File: config.mk
export PLATFORM = sky130hd
export DESIGN_NAME = ppt_root_div
export DESIGN_NICKNAME = d
export VERILOG_FILES = /design/src/hw/rtl/ppt_pkg.sv /design/src/hw/rtl/ppt_root_div.sv
export SDC_FILE = /design/constraint.sdc
export NUM_CORES = 1
export LEC_CHECK = 0
export BUFFER_PORTS_ARGS = -buffer_cell sky130_fd_sc_hd__buf_2
export CORE_ASPECT_RATIO = 1.25
export CORE_UTILIZATION = 56
export CTS_BUF_LIST = sky130_fd_sc_hd__clkbuf_16
export DETAILED_ROUTE_END_ITERATION = 16
export PLACE_DENSITY = 0.84
export SLEW_MARGIN = 20
export SYNTH_ARGS = -nofsm -noshare
export SYNTH_HDL_FRONTEND = slang
export SYNTH_SLANG_ARGS = --single-unit
File: constraint.sdc
create_clock -name aclk -period 5.45 [get_ports aclk]
set_input_delay 1.09 -clock aclk [delete_from_list [all_inputs] [get_ports aclk]]
set_output_delay 1.09 -clock aclk [all_outputs]
set_load 0.01 [all_outputs]
File: src/hw/rtl/ppt_pkg.sv
// Shared types, register indexes and constants for the plane penetration test block.
package ppt_pkg;

    localparam int unsigned CFG_INDEX_W = 3;

    localparam logic [CFG_INDEX_W-1:0] REG_CENTER_X  = 3'd0;
    localparam logic [CFG_INDEX_W-1:0] REG_CENTER_Y  = 3'd1;
    localparam logic [CFG_INDEX_W-1:0] REG_CENTER_Z  = 3'd2;
    localparam logic [CFG_INDEX_W-1:0] REG_NORMAL_X  = 3'd3;
    localparam logic [CFG_INDEX_W-1:0] REG_NORMAL_Y  = 3'd4;
    localparam logic [CFG_INDEX_W-1:0] REG_NORMAL_Z  = 3'd5;
    localparam logic [CFG_INDEX_W-1:0] REG_DEPTH_LIM = 3'd6;

    localparam logic signed [31:0] NORMAL_X_RESET = 32'sd65536;
    localparam logic [30:0]        LIMIT_RESET    = 31'd655360000;
    localparam logic signed [31:0] UNIT_ONE       = 32'sd1073741824;
    localparam logic signed [65:0] ROUND_HALF     = 66'sd536870912;
    localparam logic signed [31:0] SAT_MAX        = 32'sh7FFF_FFFF;
    localparam logic signed [31:0] SAT_MIN        = 32'sh8000_0000;

    localparam logic UOP_SQRT = 1'b0;
    localparam logic UOP_DIV  = 1'b1;

    typedef struct packed {
        logic signed [31:0] pos_x;
        logic signed [31:0] pos_y;
        logic signed [31:0] pos_z;
    } ppt_in_t;

    typedef struct packed {
        logic signed [31:0] depth;
        logic signed [31:0] depth_change;
        logic               contact;
    } ppt_out_t;

    typedef struct packed {
        logic start;
        logic op;
    } ppt_unit_req_t;

    typedef struct packed {
        logic busy;
        logic done;
    } ppt_unit_stat_t;

endpackage

File: src/hw/rtl/ppt_root_div.sv
// Iterative unit that computes either an integer square root or an unsigned quotient.
module ppt_root_div import ppt_pkg::*; (
    input  logic           aclk,
    input  logic           aresetn,
    input  ppt_unit_req_t  req,
    input  logic [63:0]    radicand,
    input  logic [61:0]    numer,
    input  logic [31:0]    divisor,
    output ppt_unit_stat_t stat,
    output logic [31:0]    result
);

    localparam logic [4:0] SQRT_LAST = 5'd31;
    localparam logic [4:0] DIV_LAST  = 5'd30;

    logic        busy_reg;
    logic        done_reg;
    logic        op_reg;
    logic [4:0]  cnt_reg;
    logic [34:0] rem_reg;
    logic [63:0] src_reg;
    logic [31:0] root_reg;

    logic [34:0] cand;
    logic [34:0] trial;
    logic [35:0] diff;
    logic        ge;
    logic [34:0] rem_new;
    logic        last;

    always_comb begin
        if (op_reg == UOP_SQRT) begin
            cand  = {rem_reg[32:0], src_reg[63:62]};
            trial = {1'b0, root_reg, 2'b01};
            last  = (cnt_reg == SQRT_LAST);
        end else begin
            cand  = {2'b00, rem_reg[31:0], src_reg[30]};
            trial = {3'b000, root_reg};
            last  = (cnt_reg == DIV_LAST);
        end
        diff    = {1'b0, cand} - {1'b0, trial};
        ge      = ~diff[35];
        rem_new = ge ? diff[34:0] : cand;
    end

    always_ff @(posedge aclk) begin
        if (!aresetn) begin
            busy_reg <= 1'b0;
            done_reg <= 1'b0;
            op_reg   <= UOP_SQRT;
            cnt_reg  <= '0;
        end else begin
            done_reg <= 1'b0;
            if (req.start && !busy_reg) begin
                busy_reg <= 1'b1;
                op_reg   <= req.op;
                cnt_reg  <= '0;
                if (req.op == UOP_SQRT) begin
                    rem_reg  <= '0;
                    src_reg  <= radicand;
                    root_reg <= '0;
                end else begin
                    rem_reg  <= {4'b0000, numer[61:31]};
                    src_reg  <= {33'd0, numer[30:0]};
                    root_reg <= divisor;
                end
            end else if (busy_reg) begin
                rem_reg <= rem_new;
                cnt_reg <= cnt_reg + 5'd1;
                if (op_reg == UOP_SQRT) begin
                    root_reg <= {root_reg[30:0], ge};
                    src_reg  <= {src_reg[61:0], 2'b00};
                end else begin
                    src_reg <= {src_reg[63:31], src_reg[29:0], ge};
                end
                if (last) begin
                    busy_reg <= 1'b0;
                    done_reg <= 1'b1;
                end
            end
        end
    end

    assign stat.busy = busy_reg;
    assign stat.done = done_reg;
    assign result    = (op_reg == UOP_SQRT) ? root_reg : {1'b0, src_reg[30:0]};

    a_start_idle: assert property (@(posedge aclk) disable iff (!aresetn)
        req.start |-> !busy_reg)
        else $error("unit started while busy");

    a_div_rem: assert property (@(posedge aclk) disable iff (!aresetn)
        busy_reg && (op_reg == UOP_DIV) |-> (rem_reg < {3'b000, root_reg}))
        else $error("partial remainder not below divisor");

    a_done_end: assert property (@(posedge aclk) disable iff (!aresetn)
        $past(aresetn) && $fell(busy_reg) |-> done_reg)
        else $error("operation ended without done");

    a_done_idle: assert property (@(posedge aclk) disable iff (!aresetn)
        done_reg |-> !busy_reg)
        else $error("done while still busy");

endmodule

## After elaboration in Yosys (flattened, before gate mapping)

Index checks and enable logic that the tools add are counted.

- Register bits: 137
- Bits of input ports: 162
- Output and inout bits: 34

- Add/sub/neg operators: 2
- Equal/unequal tests: 3
- Muxes and demuxes: 20
- Bitwise logic cells: 3
- Reductions and logical operators: 7

Operator list:

| cell | count |
|---|---|
| $mux 64 | 4 |
| $mux 32 | 5 |
| $mux 33 | 3 |
| $sub 35x34->36 | 1 |
| $mux 35 | 1 |
| $mux 34 | 1 |
| $mux 31 | 1 |
| $eq 5x5->1 const B | 2 |
| $add 5x1->5 const B | 1 |
| $mux 1 | 5 |
| $not 1->1 | 3 |
| $reduce_and 3->1 | 1 |
| $reduce_or 3->1 | 1 |
| $ne 2x1->1 const B | 1 |
| $reduce_and 2->1 | 1 |
| $reduce_bool 2->1 | 1 |
| $reduce_or 2->1 | 1 |
| $logic_and 1x1->1 | 1 |
| $logic_not 1->1 | 1 |

## Logic depth before layout (Yosys ltp)

Gate-level depths: netlist (run 1).

- Word-level depth: 6
- Depth in mapped cells: 17
- Mapped depth without buffers: 11

## Worst setup path after synthesis (run 1)

OpenSTA, ideal clock, no wires.

- Path type: input-to-reg
- Start: input aresetn
- End: register root_reg[0] (enable)
- Arrival: 4.396 ns
- Required time: 4.941 ns
- Path slack: 0.545 ns
- Stages on the path: 2
- Cell sequence: o21ai_0 a21oi_1

- Word-level cells in the longest chain between the ends: 1

Ends and longest elaborated chain:

| element | line | text |
|---|---|---|
| start, declared | ppt_root_div.sv:4 | `input logic aresetn,` |
| $reduce_and 3->1 (no source line) | -- |  |
| end signal, assigned | ppt_root_div.sv:65 | `root_reg <= divisor;` |
| end signal, assigned | ppt_root_div.sv:71 | `root_reg <= {root_reg[30:0], ge};` |
| end, declared | ppt_root_div.sv:22 | `logic [31:0] root_reg;` |

Every way passes these cells.
A chain may end at the register's enable or synchronous reset.

## Final worst setup path (run 1)

- Start: register op_reg
- End: register rem_reg[1] (data pin)

- Word-level cells in the longest chain between the ends: 5
- Elaborated cells between the ends (all ways): 6
- Classes of those cells: add/sub (1); mux (5)

Ends and longest elaborated chain:

| element | line | text |
|---|---|---|
| start, declared | ppt_root_div.sv:18 | `logic op_reg;` |
| start signal, assigned | ppt_root_div.sv:56 | `op_reg <= req.op;` |
| $mux 35 / $mux 34 (equally long branches) | ppt_root_div.sv:32 | `if (op_reg == UOP_SQRT) begin` |
| $sub 35x34->36 | ppt_root_div.sv:41 | `diff = {1'b0, cand} - {1'b0, trial};` |
| $mux 33 * | ppt_root_div.sv:43 | `rem_new = ge ? diff[34:0] : cand;` |
| $mux 33 * | ppt_root_div.sv:67 | `end else if (busy_reg) begin` |
| $mux 33 * | ppt_root_div.sv:54 | `if (req.start && !busy_reg) begin` |
| end signal, assigned | ppt_root_div.sv:63 | `rem_reg <= {4'b0000, numer[61:31]};` |
| end signal, assigned | ppt_root_div.sv:68 | `rem_reg <= rem_new;` |
| end, declared | ppt_root_div.sv:20 | `logic [34:0] rem_reg;` |

Mark *: on every way between the ends. The rest lies on a longest branch, timed or not. The select of a mux whose other input is x is not followed.

==> results of run 1 <==
==> routing by layer <==
layer | share of wire, % | routed length, um | track usage, % | vias to the layer above
li1 | - | - | - | 4031
met1 | 40 | 10100 | 35.9 | 3960
met2 | 49 | 12400 | 49.1 | 419
met3 | 7.2 | 1830 | 5.05 | 68
met4 | 4.0 | 1020 | 15.2 | 0
met5 | 0 | 0 | 0 | -
==> synthesized netlist by cell type, drive strengths merged (33+ instances only) <==
cell type / n / share of area (%)
nand2b: 33 / 2.2
mux2: 34 / 4.1
edfxtp: 129 / 41
nor2b: 34 / 2.3
clkbuf: 61 / 2.4
inv: 37 / 1.5
mux2i: 36 / 3.8
o21ai: 84 / 4.5
a22o: 33 / 3.1
nand3: 61 / 3.2
ha: 35 / 4.6
a21oi: 54 / 2.9
a31oi: 61 / 4.0
nand2: 110 / 4.4
==> cells in the final DEF (no fill, tap or decap), types with 7 or more instances in the layout <==
cell type and n:
a21o_1 18, edfxtp_1 129, buf_2 194, a211oi_1 31, o21ai_0 79, nand3_1 61, clkbuf_16 18, inv_1 40
a31oi_1 61, nand2b_1 32, mux2i_1 36, a21oi_1 53, nor2_1 25, xor2_1 12, a22o_1 33, buf_4 15
nor2b_1 33, nand4_1 7, nand2_1 110, mux2_2 32, o21bai_1 8, ha_1 35, dfxtp_1 7, xnor2_1 20
==> critical path, delay by kind of cell, from the launching register on <==
kind / cells / cell delay, ps
AOI/OAI and AO/OA: 7 / 1210
DFF: 1 / 780
buffers and inverters: 2 / 750
adders and majority gates: 1 / 400
muxes: 2 / 730
==> kinds of logic after synthesis <==
group / after synthesis / synth area share (%)
muxes: 70 / 7.96
and+or+nand+nor: 293 / 15.1
xor gates and xnor gates: 32 / 2.97
DFF: 137 / 42.8
adders and majority gates: 36 / 4.85
AOI/OAI and AO/OA: 315 / 21.5
buffers and inverters: 114 / 4.83
==> layout make-up <==
class / instances / area, sq um
clock inverter: 14 / 65.1
timing repair buffer: 209 / 1080
clock buffer: 18 / 450
sequential: 137 / 4040
tap: 216 / 270
inverter: 37 / 139
antenna: 1 / 2.50
fill: 1313 / 5310
multi-input combinational: 746 / 4980
==> how the worst max path moves through the flow <==
stage | endpoint | slack [ps] | cells past startpoint
4_1_cts | rem_reg[1] | 1460 | 12
5_1_grt | rem_reg[1] | 1150 | 12
3_5_place_dp | rem_reg[1] | 1500 | 12
3_3_place_gp | rem_reg[0] | 1600 | 12
6_report | rem_reg[1] | 1420 | 12
2_1_floorplan | root_reg[0] | 540 | 2
==> metrics by stage <==
stage          instance area [sq um]  power, mW  hold WS, ps  util, %
3_3_place_gp                   10500       2.65          494     64.3
6_report                       11000       3.72          522     67.5
2_1_floorplan                   9430       2.35          479        -
4_1_cts                        11000       3.71          519     67.5
3_5_place_dp                   10500       2.68          502     64.3
5_1_grt                        11000       3.90          537     67.5
==> where the power goes <==
part           switching [mW]  internal, mW
combinational           0.749         0.556
clock                   0.439         0.592
sequential             0.0727          1.31
==> results.md, run 1 <==
- Status: completed
- Syn nets: 1195
- Port bufs: 195
- Max frequency: 248 MHz
- Post-synth EDFFs: 129
- Full die area: 17400 sq um
- CTS buffer count: 17
- Arrival time at the worst endpoint: 4320 ps
- Max-slew violation count: 0
- Largest net degree at the start of global routing: 78
- Sink Count: 137
- Max Clock Skew: 10.6 ps
- Actual slew at the worst max-slew pin: 1100 ps
- Worst setup SP type: flop
- CP max FO: 48
- Die width: 118 um
- Total Routing Usage GR: 29.2%
- Initial antenna violation count: 1
- First-pass GRT wire length: 39.9 mm
- WHS Path Cells: 2
- CTS tree: yes
- DR iter-0 viols: 714
- Clk slew on worst S/H paths: 60 ps
- FF-to-FF setup slack: 1420 ps
- Post-synthesis cell count: 997
- Setup CP Type: flop to flop
- Max IR drop VDD: 174 uV
- Largest register FFs: 64
- Row Count: 52
- Critical-path top delay cell: dfxtp_4
- Most used cell, CP: buf_4
- Hold Buf Count CTS: 0
- RSZ-0062 raised after global routing: false
- Post-Route WL: 25.3 mm
- Synth cell types: 54
- CTS H-tree depth: 4
- Async SR Flop Fraction: 0%
- Layout Nets: 1346
- Starting Density: 57.8%
- Clock Path Buffers: 2
- Post-synthesis sequential area ratio: 42.8%
- Die height: 147 um
- Total gr overflow: 0
- First drt pass iteration count: 5
- GPL Wtd Cong: 0.965
- Clock period minus worst slack: 4030 ps
- Synthesis-stage register bit count: 137
- Share of post-route cells with drive strength above 1: 24.3%
- Reg2reg path depth: 12
- Routed vias: 8478
- Vias/cell: 6.15
- Clk root buf: clkbuf_16
- HP Class: flop to flop
- Dpl cells: 1345
- Final Non-Filler Cells: 1378
- Worst Hold End: cnt_reg[4]
- Routed Antenna Nets: 0
- Maxcap violations: 0
- Critical path launch point: op_reg
- Most used DFF post-synth: edfxtp_1
- Pre-CTS WS: 1500 ps
- CORE AREA: 16300 sq um
- Crit end category: flop
- Final setup viols: 0
- Per-cell routed wire length: 18.3 um
- Slew headroom: 26.2%
- I/O pin cnt: 196
- CP peak stage delay: 780 ps
- Clk Latency, worst-skew pair: 440 ps
- R2R Path End: rem_reg[1]
- Leakage: 4.48 nW
- WP data required: 5740 ps
- Quantity of gates resized following cts: 0
- Synthesized area: 9430 sq um
- Worst reg2reg path startpoint: op_reg
- Min-delay src: cnt_reg[4]
- Postcts setup bufs: 0
- Area Overhead vs Synth: 16.9%
- Fin. Hold Viols: 0
- Setup TNS: 0 ps
- Vias in the first global route: 8211
- # DRC: 0
- Final worst setup slack: 1420 ps
- Yosys warning total: 0
- Dpl hpwl: 18.1 mm
- CP cell instances: buf_4, mux2_2, ha_1, a21oi_1, o21ai_0, a31oi_1, o21a_1, o31a_4, o21ba_1, buf_4, mux2_4, o21ai_2
- Tcrit/Tclk final: 74.0%
- Mapped Avg Cell Area: 9.46 sq um
- Power Density: 338 nW/um^2
Note: power is estimated with default switching activity, not from simulation.
==> run 2, diff against run 1 <==
--- a/config.mk
+++ b/config.mk
@@ -7,10 +7,10 @@
 export LEC_CHECK = 0
 export BUFFER_PORTS_ARGS = -buffer_cell sky130_fd_sc_hd__buf_2
 export CORE_ASPECT_RATIO = 1.25
-export CORE_UTILIZATION = 56
+export CORE_UTILIZATION = 51
 export CTS_BUF_LIST = sky130_fd_sc_hd__clkbuf_16
 export DETAILED_ROUTE_END_ITERATION = 16
-export PLACE_DENSITY = 0.84
+export PLACE_DENSITY = 0.81
 export SLEW_MARGIN = 20
 export SYNTH_ARGS = -nofsm -noshare
 export SYNTH_HDL_FRONTEND = slang
==> constraint.sdc (replaced) <==
create_clock -name aclk -period 3.48 [get_ports aclk]
set_input_delay 0.696 -clock aclk [delete_from_list [all_inputs] [get_ports aclk]]
set_output_delay 0.696 -clock aclk [all_outputs]
set_load 0.01 [all_outputs]
==> run 2 against run 1 <==
Compared with the run above: routed wire length up 1.6%; register-to-register slack worse by 1300 ps; final area up 3.1%; die area up 9.7%; sequential share of layout area down 1.1 points; total power up 63%; core utilization down 4.7 points; critical path type unchanged; largest cell class unchanged; highest routed layer unchanged.
==> results.md, run 2 (same netlist as run 1, synthesis figures left out) <==
- Setup TNS: 0 ps (unchanged)
- Power Density: 534 nW/um^2 (+58%)
- CTS H-tree depth: 4 (unchanged)
- # DRC: 0 (unchanged)
- Pre-CTS WS: 123 ps (-1380 ps)
- CORE AREA: 18100 sq um (+11%)
- Routed Antenna Nets: 0 (unchanged)
- Total Routing Usage GR: 27.5% (-1.7 points)
- Vias in the first global route: 7993 (-2.7%)
- Worst reg2reg path startpoint: op_reg
- Share of post-route cells with drive strength above 1: 26.6% (+2.4 points)
- Post-Route WL: 25.7 mm (+1.6%)
- Crit end category: flop
- Area Overhead vs Synth: 20.5%
- Max IR drop VDD: 370 uV (+110%)
- Min-delay src: cnt_reg[4]
- ANT cells: 0 (-1)
- Clk slew on worst S/H paths: 60 ps (about the same)
- First drt pass iteration count: 5 (unchanged)
- CTS tree: yes
- Most common cell after layout, fill and taps aside: buf_2
- Fill count: 1516 (+15%)
- Initial antenna violation count: 0 (-1)
- Per-cell routed wire length: 18.2 um (-0.96%)
- Final worst setup slack: 133 ps (-1280 ps)
- CP peak stage delay: 450 ps (-330 ps)
- Dpl hpwl: 18.9 mm (+4.6%)
- First-pass GRT wire length: 40.3 mm (+0.98%)
- RSZ-0062 raised after global routing: false
- WP data required: 3770 ps (-1970 ps)
- Most used cell, CP: buf_4
- Port bufs: 195 (unchanged)
- Routed vias: 8360 (-1.4%)
- Switching Share: 33.4% (-0.51 points)
- Die height: 154 um (+4.7%)
- Layout Nets: 1371 (+1.9%)
- Maxcap violations: 0 (unchanged)
- Max-slew violation count: 0 (unchanged)
- Slew headroom: 54.0% (+28 points)
- Hold Buf Count CTS: 0 (unchanged)
- Clock period minus worst slack: 3350 ps (-685 ps)
- Most frequent cells in the layout: buf_2 (194), edfxtp_1 (129), nand2_1 (110)
- Status: completed
- DR iter-0 viols: 622 (-13%)
- CP cell instances: buf_4, buf_4, mux2_2, ha_2, nand4_1, a21o_1, and4b_4, o31a_4, o21ba_1, buf_12, mux2_4, o21ai_2
- Vias/cell: 5.91 (-3.9%)
- Psw: 2.02 mW (+60%)
- Row Count: 55 (+5.8%)
- Clk Latency, worst-skew pair: 430 ps (about the same)
- Starting Density: 52.1% (-5.6 points)
- Tot Pwr: 6.07 mW (+63%)
- HP Class: flop to flop
- Sink Count: 137 (unchanged)
- Clock Path Buffers: 2 (unchanged)
- Share of total power in combinational logic: 35.5% (+0.4 points)
- Worst setup SP type: flop
- CP max FO: 32 (-33%)
- Die width: 124 um (+4.7%)
- Sequential share of power: 35.6% (-1.7 points)
- Tcrit/Tclk final: 96.2% (+22 points)
- CTS buffer count: 17 (unchanged)
- Setup CP Type: flop to flop
- Clk pwr share: 28.9% (+1.2 points)
- Critical-path top delay cell: dfxtp_4
- GPL Wtd Cong: 0.957 (-0.92%)
- Leakage: 4.63 nW (+3.4%)
- Largest net degree at the start of global routing: 76 (-2.6%)
- Actual slew at the worst max-slew pin: 690 ps (-415 ps)
- Arrival time at the worst endpoint: 3640 ps (-680 ps)
- Critical path launch point: op_reg
- Final setup viols: 0 (unchanged)
- Clk root buf: clkbuf_16
- Max frequency: 299 MHz (+20%)
- Power Internal: 4.04 mW (+64%)
- I/O pin cnt: 196 (unchanged)
- Max Clock Skew: 8.79 ps (-1.85 ps)
- Final hold slack: 516 ps (-6.57 ps)
- Largest register FFs: 64 (unchanged)
- Fin. Hold Viols: 0 (unchanged)
- Total gr overflow: 0 (unchanged)
- Full die area: 19000 sq um (+9.7%)
-- run 2: final cells by class --
class	count	area [sq um]	share of cell area [%]
clock buffers	17	425	3.74
clock inverters	15	138	1.21
inverters	37	139	1.22
multi-input cells	746	4990	43.9
flip-flops and latches	137	4040	35.5
well taps	228	285	2.51
repair buffers	234	1350	11.8
-- run 2: worst paths after layout --
kind                                    to  slack (ps)  cells after the start
worst max-delay path            rem_reg[1]         130                     12
worst min-delay path            cnt_reg[4]         520                      2
worst max register to register  rem_reg[1]         130                     12
worst min register to register  cnt_reg[4]         520                      2
-- run 2: power groups by stage --
stage / Sequential [mW] / Clock, mW / Combinational [mW]
after CTS: 2.16 / 1.77 / 2.11
after global routing: 2.18 / 1.83 / 2.36
after floorplan: 2.14 / 0 / 1.54
after detailed placement: 2.19 / 0 / 2.10
final: 2.16 / 1.75 / 2.15
after global placement: 2.18 / 0 / 2.07
-- run 2: stage by stage --
stage / cells / utilization, % / instance area [sq um]
final: 1414 / 62.8 / 11400
after global routing: 1414 / 62.8 / 11400
after CTS: 1410 / 62.5 / 11300
after detailed placement: 1378 / 59.4 / 10800
after global placement: 1378 / 59.4 / 10800
after floorplan: 997 / - / 9460
-- run 2: timing repair --
action,4_1_cts,5_1_grt
resized for setup,0,10
endpoints found under the setup margin,0,30
buffers inserted,0,4
-- run 2: layer usage --
layer | up-vias | routed length, um | track usage (%)
met2 | 319 | 12600 | 45.0
met3 | 47 | 1440 | 4.30
met1 | 3922 | 10900 | 36.6
met4 | 0 | 688 | 9.75
met5 | - | 0 | 0
li1 | 4072 | - | -
-- run 2: worst max-delay path: cells and delay by family (launching register included) --
kind                     cells  cell delay, ps
adder cells (fa/ha/maj)      1             390
multiplexers                 2             650
AO/OA/AOI/OAI                4             870
AND/OR/NAND/NOR              2             310
flip-flops                   1             450
buffers and inverters        3             520
==> run 3, diff against run 2 <==
--- a/config.mk
+++ b/config.mk
@@ -5,11 +5,11 @@
 export SDC_FILE = /design/constraint.sdc
 export NUM_CORES = 1
 export LEC_CHECK = 0
-export BUFFER_PORTS_ARGS = -buffer_cell sky130_fd_sc_hd__buf_2
 export CORE_ASPECT_RATIO = 1.25
-export CORE_UTILIZATION = 51
+export CORE_UTILIZATION = 59
 export CTS_BUF_LIST = sky130_fd_sc_hd__clkbuf_16
 export DETAILED_ROUTE_END_ITERATION = 16
+export DONT_BUFFER_PORTS = 1
 export PLACE_DENSITY = 0.81
 export SLEW_MARGIN = 20
 export SYNTH_ARGS = -nofsm -noshare
==> run 3 against run 2 <==
Compared with the run above: first-iteration DRC count is 9.8% higher; routed wire length decreased by 8.2%; via count fell by 8.8%; sequential cell count unchanged; sequential share of layout area increased by 3.7 points; fmax is 1.2% lower; clock-buffer cell count unchanged; core utilization grew 3.0 points; hold slack worse by 97 ps; critical path depth grew 1; largest cell class unchanged; largest power group unchanged.
==> results.md, run 3 (same netlist as run 1, synthesis figures left out) <==
- Starting Density: 60.3% (+8.2 points)
- Clk Latency, worst-skew pair: 420 ps (about the same)
- Port bufs: 0 (-100%)
- Max frequency: 295 MHz (-1.2%)
- FF-to-FF setup slack: 90 ps (-40 ps)
- Actual slew at the worst max-slew pin: 665 ps (-24.6 ps)
- Multi-input logic area: 4990 sq um (-0.10%)
- Layout Nets: 1166 (-15%)
- Power Density: 568 nW/um^2 (+6.4%)
- Full die area: 16500 sq um (-13%)
- Worst setup SP type: flop
- Sequential share of power: 37.0% (+1.4 points)
- Total gr overflow: 0 (unchanged)
- Max IR drop VDD: 353 uV (-4.4%)
- Switching Share: 34.3% (+0.93 points)
- Clk pwr share: 28.9% (about the same)
- DR iter-0 viols: 683 (+9.8%)
- Largest register FFs: 64 (unchanged)
- Total area of sequential cells: 4040 sq um (unchanged)
- Largest net degree at the start of global routing: 126 (+66%)
- Fin. Hold Viols: 0 (unchanged)
- Die height: 143 um (-6.9%)
- Power Internal: 3.84 mW (-5.0%)
- Max Clock Skew: 7.36 ps (-1.43 ps)
- Final hold slack: 419 ps (-96.9 ps)
- Hold Buf Count CTS: 0 (unchanged)
- Final setup viols: 0 (unchanged)
- Share of total power in combinational logic: 34.1% (-1.4 points)
- Slew headroom: 55.6% (+1.6 points)
- Setup TNS: 0 ps (unchanged)
- Dpl cells: 1158 (-16%)
- CP max FO: 10 (-69%)
- Crit end category: flop
- Dpl hpwl: 16.8 mm (-11%)
- Routed vias: 7627 (-8.8%)
- Clk root buf: clkbuf_16
- Sink Count: 137 (unchanged)
- Routed Antenna Nets: 0 (unchanged)
- GPL Wtd Cong: 0.940 (-1.7%)
- Setup CP Type: flop to flop
- First-pass GRT wire length: 37.0 mm (-8.2%)
- Psw: 2.00 mW (-0.99%)
- Area Overhead vs Synth: 9.10%
- CORE AREA: 15600 sq um (-14%)
- Most common cell after layout, fill and taps aside: edfxtp_1
- Share of post-route cells with drive strength above 1: 11.4% (-15 points)
- WP data required: 3630 ps (-140 ps)
- HP Class: input pin to flop
- Clock period minus worst slack: 3390 ps (+40.9 ps)
- Arrival time at the worst endpoint: 3540 ps (-100 ps)
- Leakage: 3.79 nW (-18%)
- Final core utilization: 65.8% (+3.0 points)
- Fill count: 1258 (-17%)
- Max-slew violation count: 0 (unchanged)
- Final Non-Filler Cells: 1195 (-15%)
- Clk slew on worst S/H paths: 60 ps (about the same)
- CTS buffer count: 17 (unchanged)
- Status: completed
- Cell Area, Placed: 9690 sq um (-9.9%)
- Total Routing Usage GR: 29.2% (+1.7 points)
- Die width: 115 um (-6.9%)
- Post-Route WL: 23.6 mm (-8.2%)
- Maxcap violations: 0 (unchanged)
- I/O pin cnt: 196 (unchanged)
- Vias in the first global route: 7284 (-8.9%)
- Tcrit/Tclk final: 97.4% (+1.2 points)
- Most frequent cells in the layout: edfxtp_1 (129), nand2_1 (110), o21ai_0 (77)
- Post-Layout Inst Area: 10300 sq um (-9.4%)
- Vias/cell: 6.38 (+8.0%)
- Per-cell routed wire length: 19.7 um (+8.6%)
- Initial antenna violation count: 2 (+2)
- Row Count: 51 (-7.3%)
- CTS tree: yes
- First drt pass iteration count: 5 (unchanged)
- Clock Path Buffers: 2 (unchanged)
- # DRC: 0 (unchanged)
- CTS H-tree depth: 4 (unchanged)
## run 3: power by group through the flow
stage	Clock [mW]	Sequential, mW	Combinational (mW)
6_report	1.69	2.16	1.99
5_1_grt	1.76	2.18	2.20
4_1_cts	1.70	2.16	1.95
3_5_place_dp	0	2.19	1.94
3_3_place_gp	0	2.19	1.90
2_1_floorplan	0	2.14	1.54
## run 3: layout make-up
type	count	share of cell area (%)
Antenna cell	2	0.0486
Clock buffer	17	4.13
Clock inverter	15	1.14
Inverter	37	1.35
Multi-Input combinational cell	746	48.5
Sequential cell	137	39.2
Tap cell	212	2.58
Timing Repair Buffer	29	3.04
## run 3: worst paths after layout
path         cells past startpoint     endpoint  startpoint
max reg2reg                     13  rem_reg[25]      op_reg
min reg2reg                      2   cnt_reg[4]  cnt_reg[4]
min                              1     done_reg     aresetn
max                             13  rem_reg[25]      op_reg
## run 3: worst max-delay path: stages, from the launching register on
cell      delay, ps
dfxtp_4         370
buf_4           150
mux2_2          350
ha_1            390
and3_4          230
nand4_1         100
a21o_1          200
and4b_4         210
o31a_4          330
buf_4           160
o21bai_4        150
buf_4           190
o21ai_0         110
o21bai_1        180
## run 3: what timing repair did
action	4_1_cts	5_1_grt
setup endpoints to repair	0	26
buffers inserted	0	3
resized for setup	0	7
## run 3: stage by stage
| step | worst slack (ps) | power, mW |
|---|---|---|
| floorplan | 65.8 | 3.68 |
| global placement | 139 | 4.09 |
| detailed placement | 54.8 | 4.13 |
| CTS | 36.8 | 5.80 |
| global route | -17.2 | 6.13 |
| finish | 92.2 | 5.84 |
## run 3: metal layers
layer  GRT usage (%)  vias up  routed length [um]  part of all wire [%]
li1                -     3672                   -                     -
met1            39.3     3586                9630                    41
met2            46.5      322               11400                    48
met3            4.98       47                1720                   7.3
met4            12.6        0                 835                   3.5
met5               0        -                   0                     0
